## src/sv/lobm_pkg.sv

```systemverilog
`timescale 1ns / 1ps
// ----------------------------------------------------------------------------
// lobm_pkg
// Shared types, codes and defaults of the limit order book matcher.
// ----------------------------------------------------------------------------
package lobm_pkg;

  localparam int MAX_ORDERS_DEF = 64;

  // event commands; codes five to seven are ignored
  localparam logic [2:0] CMD_ADD_LIMIT  = 3'd0;
  localparam logic [2:0] CMD_ADD_MARKET = 3'd1;
  localparam logic [2:0] CMD_CANCEL     = 3'd2;
  localparam logic [2:0] CMD_MODIFY     = 3'd3;
  localparam logic [2:0] CMD_REDUCE     = 3'd4;

  localparam logic [1:0] ST_DONE      = 2'd0;
  localparam logic [1:0] ST_NOT_FOUND = 2'd1;
  localparam logic [1:0] ST_FULL      = 2'd2;

  typedef struct packed {
    logic [15:0] symbol;
    logic        side;
    logic [31:0] price;
    logic [31:0] quantity;
    logic [31:0] ord_ref;
    logic [31:0] arrival;
  } slot_t;

  typedef enum logic [2:0] {
    ST_IDLE,
    ST_DISPATCH,
    ST_SCAN,
    ST_DECIDE,
    ST_FILL,
    ST_RESCAN,
    ST_INSERT,
    ST_FINAL
  } state_t;

  typedef enum logic [2:0] {
    OP_NONE,
    OP_LOAD,
    OP_SCAN,
    OP_FILL,
    OP_INSERT,
    OP_TARGET,
    OP_FINAL
  } op_t;

  typedef struct packed {
    op_t        op;
    logic [1:0] status;
  } dp_cmd_t;

  typedef struct packed {
    logic scan_done;
    logic best_found;
    logic free_found;
    logic tgt_found;
    logic pend_vld;
    logic out_free;
    logic cont;
    logic scan_needed;
    logic is_add;
    logic limited;
    logic rem_zero;
  } dp_sts_t;

endpackage

```

## src/sv/lobm_ctrl.sv

```systemverilog
`timescale 1ns / 1ps
// ----------------------------------------------------------------------------
// lobm_ctrl
// Event sequencer: scans, fills, inserts and result ordering.
// ----------------------------------------------------------------------------
module lobm_ctrl (
  input  logic              clk,
  input  logic              rst,
  input  logic              req_valid,
  output logic              req_ready,
  input  lobm_pkg::dp_sts_t sts,
  output lobm_pkg::dp_cmd_t dcmd
);

  lobm_pkg::state_t state, state_next;
  logic [1:0] st, st_next;

  always_ff @(posedge clk) begin
    if (rst) begin
      state <= lobm_pkg::ST_IDLE;
      st    <= lobm_pkg::ST_DONE;
    end else begin
      state <= state_next;
      st    <= st_next;
    end
  end

  always_comb begin
    state_next  = state;
    st_next     = st;
    dcmd.op     = lobm_pkg::OP_NONE;
    dcmd.status = st;
    req_ready   = 1'b0;
    unique case (state)
      lobm_pkg::ST_IDLE: begin
        req_ready = 1'b1;
        if (req_valid) begin
          dcmd.op    = lobm_pkg::OP_LOAD;
          st_next    = lobm_pkg::ST_DONE;
          state_next = lobm_pkg::ST_DISPATCH;
        end
      end
      lobm_pkg::ST_DISPATCH: begin
        if (sts.scan_needed) begin
          dcmd.op    = lobm_pkg::OP_SCAN;
          state_next = lobm_pkg::ST_SCAN;
        end else begin
          state_next = lobm_pkg::ST_FINAL;
        end
      end
      lobm_pkg::ST_SCAN: begin
        if (sts.scan_done) state_next = lobm_pkg::ST_DECIDE;
      end
      lobm_pkg::ST_DECIDE: begin
        if (sts.is_add) begin
          priority if (sts.best_found) begin
            state_next = lobm_pkg::ST_FILL;
          end else if (sts.limited && !sts.rem_zero) begin
            if (sts.free_found) begin
              state_next = lobm_pkg::ST_INSERT;
            end else begin
              st_next    = lobm_pkg::ST_FULL;
              state_next = lobm_pkg::ST_FINAL;
            end
          end else begin
            state_next = lobm_pkg::ST_FINAL;
          end
        end else begin
          if (sts.tgt_found) dcmd.op = lobm_pkg::OP_TARGET;
          else st_next = lobm_pkg::ST_NOT_FOUND;
          state_next = lobm_pkg::ST_FINAL;
        end
      end
      lobm_pkg::ST_FILL: begin
        // an earlier trade still waiting must go out first
        if (!sts.pend_vld || sts.out_free) begin
          dcmd.op    = lobm_pkg::OP_FILL;
          state_next = sts.cont ? lobm_pkg::ST_RESCAN : lobm_pkg::ST_FINAL;
        end
      end
      lobm_pkg::ST_RESCAN: begin
        dcmd.op    = lobm_pkg::OP_SCAN;
        state_next = lobm_pkg::ST_SCAN;
      end
      lobm_pkg::ST_INSERT: begin
        dcmd.op    = lobm_pkg::OP_INSERT;
        state_next = lobm_pkg::ST_FINAL;
      end
      lobm_pkg::ST_FINAL: begin
        if (sts.out_free) begin
          dcmd.op    = lobm_pkg::OP_FINAL;
          state_next = lobm_pkg::ST_IDLE;
        end
      end
      default: state_next = lobm_pkg::ST_IDLE;
    endcase
  end

endmodule

```

## config.mk

```make
export PLATFORM = sky130hd
export DESIGN_NAME = lobm_ctrl
export DESIGN_NICKNAME = d
export VERILOG_FILES = /design/src/sv/lobm_pkg.sv /design/src/sv/lobm_ctrl.sv
export SDC_FILE = /design/constraint.sdc
export NUM_CORES = 1
export LEC_CHECK = 0
export BUFFER_PORTS_ARGS = -buffer_cell sky130_fd_sc_hd__buf_2
export CAP_MARGIN = 0
export CORE_AREA = 2 2 39 41
export DETAILED_ROUTE_END_ITERATION = 8
export DIE_AREA = 0 0 41 43
export PLACE_DENSITY_LB_ADDON = 0.15
export SETUP_SLACK_MARGIN = 0.05
export SLEW_MARGIN = 30
export SYNTH_ARGS = -nofsm -noshare
export SYNTH_HDL_FRONTEND = slang
export SYNTH_SLANG_ARGS = --single-unit
```

## constraint.sdc

```tcl
create_clock -name clk -period 1.15 [get_ports clk]
set_input_delay 0.1725 -clock clk [delete_from_list [all_inputs] [get_ports clk]]
set_output_delay 0.1725 -clock clk [all_outputs]
set_load 0.02 [all_outputs]
```

* After elaboration in Yosys (flattened, before gate mapping)
Index checks and enable logic that the tools add are counted.
Operators by class: muxes and demuxes 26, reductions and logical operators 8, eq/ne operators 15
Operators by type and width (number):
- 3-bit two-way mux | 11
- 3-bit case mux with 8 select lines | 1
- 3-bit case mux with 7 select lines | 1
- 2-bit two-way mux | 9
- 3-bit equality test, second input constant | 4
- 3-bit != test, second input constant | 4
- 2-bit != test, second input constant | 4
- 3-bit by 2-bit equality test with 1-bit output, second input constant | 2
- 6-bit AND reduction | 1
- 2-bit case mux with 2 select lines | 1
- 4-bit AND reduction | 1
- 3-bit by 1-bit equality test with 1-bit output, second input constant | 1
- 3-bit zero test | 1
- 1-bit two-way mux | 3
- 1-bit zero test | 2
- 2-bit nonzero test | 1
- 1-bit logical AND | 1
- 1-bit logical OR | 1
Storage, ports and cells: logic and storage cells 51, bits in registers 5, output and inout port bits 6

* Depth between registers and ports, before layout
word-level depth 6, mapped depth 5, mapped depth without buffers 4

* Least setup slack after synthesis
OpenSTA, ideal clock, no wires.
kind register to output, start point reg state[0], end point out dcmd[2] (netlist bit), stages on the path, launching flop included 3, data arrival time 1.358 ns, path buffers 1, path slack -0.380 ns, path through dfxtp_1 clkbuf_1 o41ai_1
RTL lines:
- start: declaration | RTL line lobm_ctrl.sv:15 | lobm_pkg::state_t state, state_next;
- start signal: assignment | RTL line lobm_ctrl.sv:20 | state <= lobm_pkg::ST_IDLE;
- start signal: assignment | RTL line lobm_ctrl.sv:23 | state <= state_next;
- end: declaration | RTL line lobm_ctrl.sv:12 | output lobm_pkg::dp_cmd_t dcmd

==> results.json <==
{
  "ys_seq_area_frac": 0.240,
  "top_usage_layer": "met2",
  "dr.pass1.iters": 4,
  "pwr_density_cell_nw_per_um2": 1400,
  "avgSynthCellArea_um2": 7.31,
  "drt-wirelength-per-cell_um": 11.8,
  "grt.met2_usage": 0.253,
  "setup_viol": 6,
  "clk_transition_reported_paths_ps": 50,
  "finalWirelength_um": 1320,
  "holdWs_ps": 180,
  "drive_above_1_share": 0.563,
  "worst_setup_slack_after_layout_ps": -273,
  "cts_root_buf": "clkbuf_4",
  "gr-usage-met3": 0.0314,
  "min_delay_path_depth": 2,
  "unrepaired_setup_endpoints_after_global_routing": "yes",
  "cts_buffers": 3,
  "layout_min_cycle_time_ps": 1420,
  "core.rowCount": 14,
  "reg2reg_setup_slack_ps": -70,
  "timing.setup.critical_path_class": "flop to output pin",
  "global_route.overflow_total": 0,
  "ys_seq_elements": 5,
  "numClockSinks": 5,
  "post-dp-hpwl_um": 1020,
  "routed_via_count_divided_by_cell_count": 5.10,
  "timing.setup.tns_ps": -1000,
  "cap_viol_max_count": 0,
  "drt_drc_violations_left": 0,
  "data_arrival_time_of_the_critical_path_ps": 1250,
  "dpl-instance-area_um2": 669,
  "cts_tree": "built",
  "hold_class": "primary input to flop",
  "cts-root-to-sink-buffers": 2,
  "pwr-share-clk": 0.189,
  "ctsHtreeMaxLevel": 1,
  "die_extent_in_y_um": 43,
  "worst_slew_margin_rel": 0.816,
  "ys.warnings.count": 0,
  "final_antenna_net_count": 0,
  "switchingPower_mw": 0.400,
  "largest_net_degree_at_the_start_of_global_routing": 8,
  "grt_pass1_vias": 522,
  "timing.final.crit_share": 1.24,
  "synth_area_um2": 417,
  "crit_path_max_incr_delay_ps": 330,
  "gp_congestion": 0.816,
  "first_pass_grt_wire_length_um": 2100,
  "postSynthCellCount": 57,
  "hold-path-endpoint": "state[2]$_SDFFE_PP0P_",
  "antenna_found_initial": 0,
  "final_area_um2": 774,
  "floorplan.initialDensity": 0.301,
  "layout-area-overhead-vs-synth_pct": 85.9,
  "net_count_after_synthesis": 71,
  "detailroute.via_count": 571,
  "reg2regPathDepth": 5,
  "floorplan.die_area_um2": 1760,
  "min_from": "rst",
  "pwr-share-seq": 0.221,
  "violations": "negative setup slack",
  "status": "finished, violations left",
  "p_leak_nw": 0.356,
  "timing.final.max_slew_violations": 0,
  "timing.fmax_ghz": 0.703,
  "cp_cell_sequence": "and3b_2, o41ai_4, buf_4",
  "clock_latency_ps": 240,
  "grt_util_met1": 0.242,
  "timing.critical_path.required_ps": 980,
  "final_common_cell": "buf_4",
  "startpoint_type": "flop",
  "design.final.nets": 111,
  "pwr-share-comb": 0.589,
  "globalRouteTotalUtil": 0.175,
  "placement.io_buffers": 19,
  "die_width_um": 41,
  "finalHoldViolations": 0,
  "reg2reg_to": "st[0]$_SDFFE_PP0P_",
  "synthDistinctLibCells": 28,
  "top_level_ports": 20,
  "worst_tran_pin_value_ps": 275,
  "crit_fanout": 4,
  "timing.clock.skew_ps": 5.19,
  "switching_share": 0.370,
  "max-vdd-ir-drop_uv": 623,
  "final_cell_mix": "buf_4 (16), buf_2 (15), buf_6 (7), nor2_1 (4), inv_1 (4)",
  "p_int_mw": 0.683,
  "regToRegStartpoint": "state[0]$_SDFFE_PP0P_",
  "drtIter0Drc": 20,
  "timing.critical_path.to_type": "output pin",
  "fillCellCount": 126,
  "insertedDiodeCount": 0,
  "critPathSlowestCell": "dfxtp_2",
  "fp.coreArea_um2": 1380
}
-- worst max path at each step --
stage	startpoint	end	depth (start not counted)
floorplan	state[0]$_SDFFE_PP0P_	dcmd[2]	2
global placement	state[2]$_SDFFE_PP0P_	dcmd[2]	3
detailed placement	state[2]$_SDFFE_PP0P_	dcmd[2]	3
CTS	state[2]$_SDFFE_PP0P_	dcmd[2]	3
global route	state[2]$_SDFFE_PP0P_	dcmd[2]	3
finish	state[2]$_SDFFE_PP0P_	dcmd[2]	3
-- flip-flops by register name, indices dropped and copies added (netlist names) --
register  cells
state         3
st            2
-- logic make-up after synthesis --
group | Yosys count | share of synthesized area
DFF | 5 | 0.240
AOI/OAI and AO/OA | 19 | 0.303
muxes | 2 | 0.0480
buffers and inverters | 8 | 0.0991
and+or+nand+nor | 23 | 0.309
-- area by class of cell --
class | instances | area (µm²) | area share
Timing Repair Buffer | 38 | 274 | 0.354
Inverter | 5 | 21.3 | 0.0275
Multi-Input combinational cell | 44 | 324 | 0.418
Tap cell | 16 | 20.0 | 0.0258
Sequential cell | 5 | 109 | 0.141
Clock buffer | 4 | 26.3 | 0.0339
-- synthesized netlist by cell type --
cell type / instances / area, µm²
buf_4: 1 / 7.51
o31ai_1: 1 / 7.51
or3_1: 1 / 6.26
nand2_1: 2 / 7.51
buf_6: 1 / 11.3
a31oi_1: 2 / 12.5
a22o_2: 1 / 10.0
inv_1: 5 / 18.8
nand3_1: 2 / 10.0
o31a_1: 1 / 8.76
nand2b_1: 2 / 12.5
mux2i_1: 2 / 20.0
and3b_2: 1 / 10.0
o2111ai_1: 1 / 8.76
a211oi_1: 1 / 7.51
nor3b_1: 1 / 7.51
nor3_1: 2 / 10.0
o41ai_1: 1 / 8.76
o21ai_0: 4 / 20.0
dfxtp_1: 5 / 100
a211o_1: 1 / 8.76
nor2_1: 5 / 18.8
a21oi_1: 5 / 25.0
nor2b_1: 3 / 18.8
clkbuf_1: 1 / 3.75
or4_1: 2 / 15.0
nand4_1: 2 / 12.5
o2bb2ai_1: 1 / 8.76
-- metal layers --
| layer | wire length (µm) | vias up |
|---|---|---|
| met3 | 73 | 0 |
| met1 | 577 | 256 |
| met4 | 0 | 0 |
| met2 | 668 | 20 |
| li1 | - | 295 |
| met5 | 0 | - |
-- critical path, delay by kind of cell (launching register included) --
| family | cells | cell delay (ps) |
|---|---|---|
| flip-flops | 1 | 330 |
| AO/OA/AOI/OAI | 1 | 270 |
| AND/OR/NAND/NOR | 1 | 220 |
| buffers and inverters | 1 | 180 |
-- per-stage QoR --
stage	power [mW]	setup WS, ps	utilization	instances
finish	1.08	-273	0.560	112
global route	1.15	-318	0.560	112
CTS	0.998	-277	0.521	110
detailed placement	0.749	-35.5	0.484	106
global placement	0.755	-36.1	0.484	106
floorplan	0.532	-16.9	-	57
-- power by group through the flow --
stage	logic, mW	registers, mW	clock network (mW)
floorplan	0.312	0.220	0
global placement	0.524	0.231	0
detailed placement	0.516	0.234	0
CTS	0.549	0.238	0.210
global route	0.682	0.242	0.224
finish	0.638	0.240	0.205
-- what timing repair did --
item	CTS	global route
hold buffers	0	0
pin swaps	5	2
setup buffers	0	2
setup endpoints to repair	7	8
resized for setup	10	11
Power figures use the tool's default switching activity.
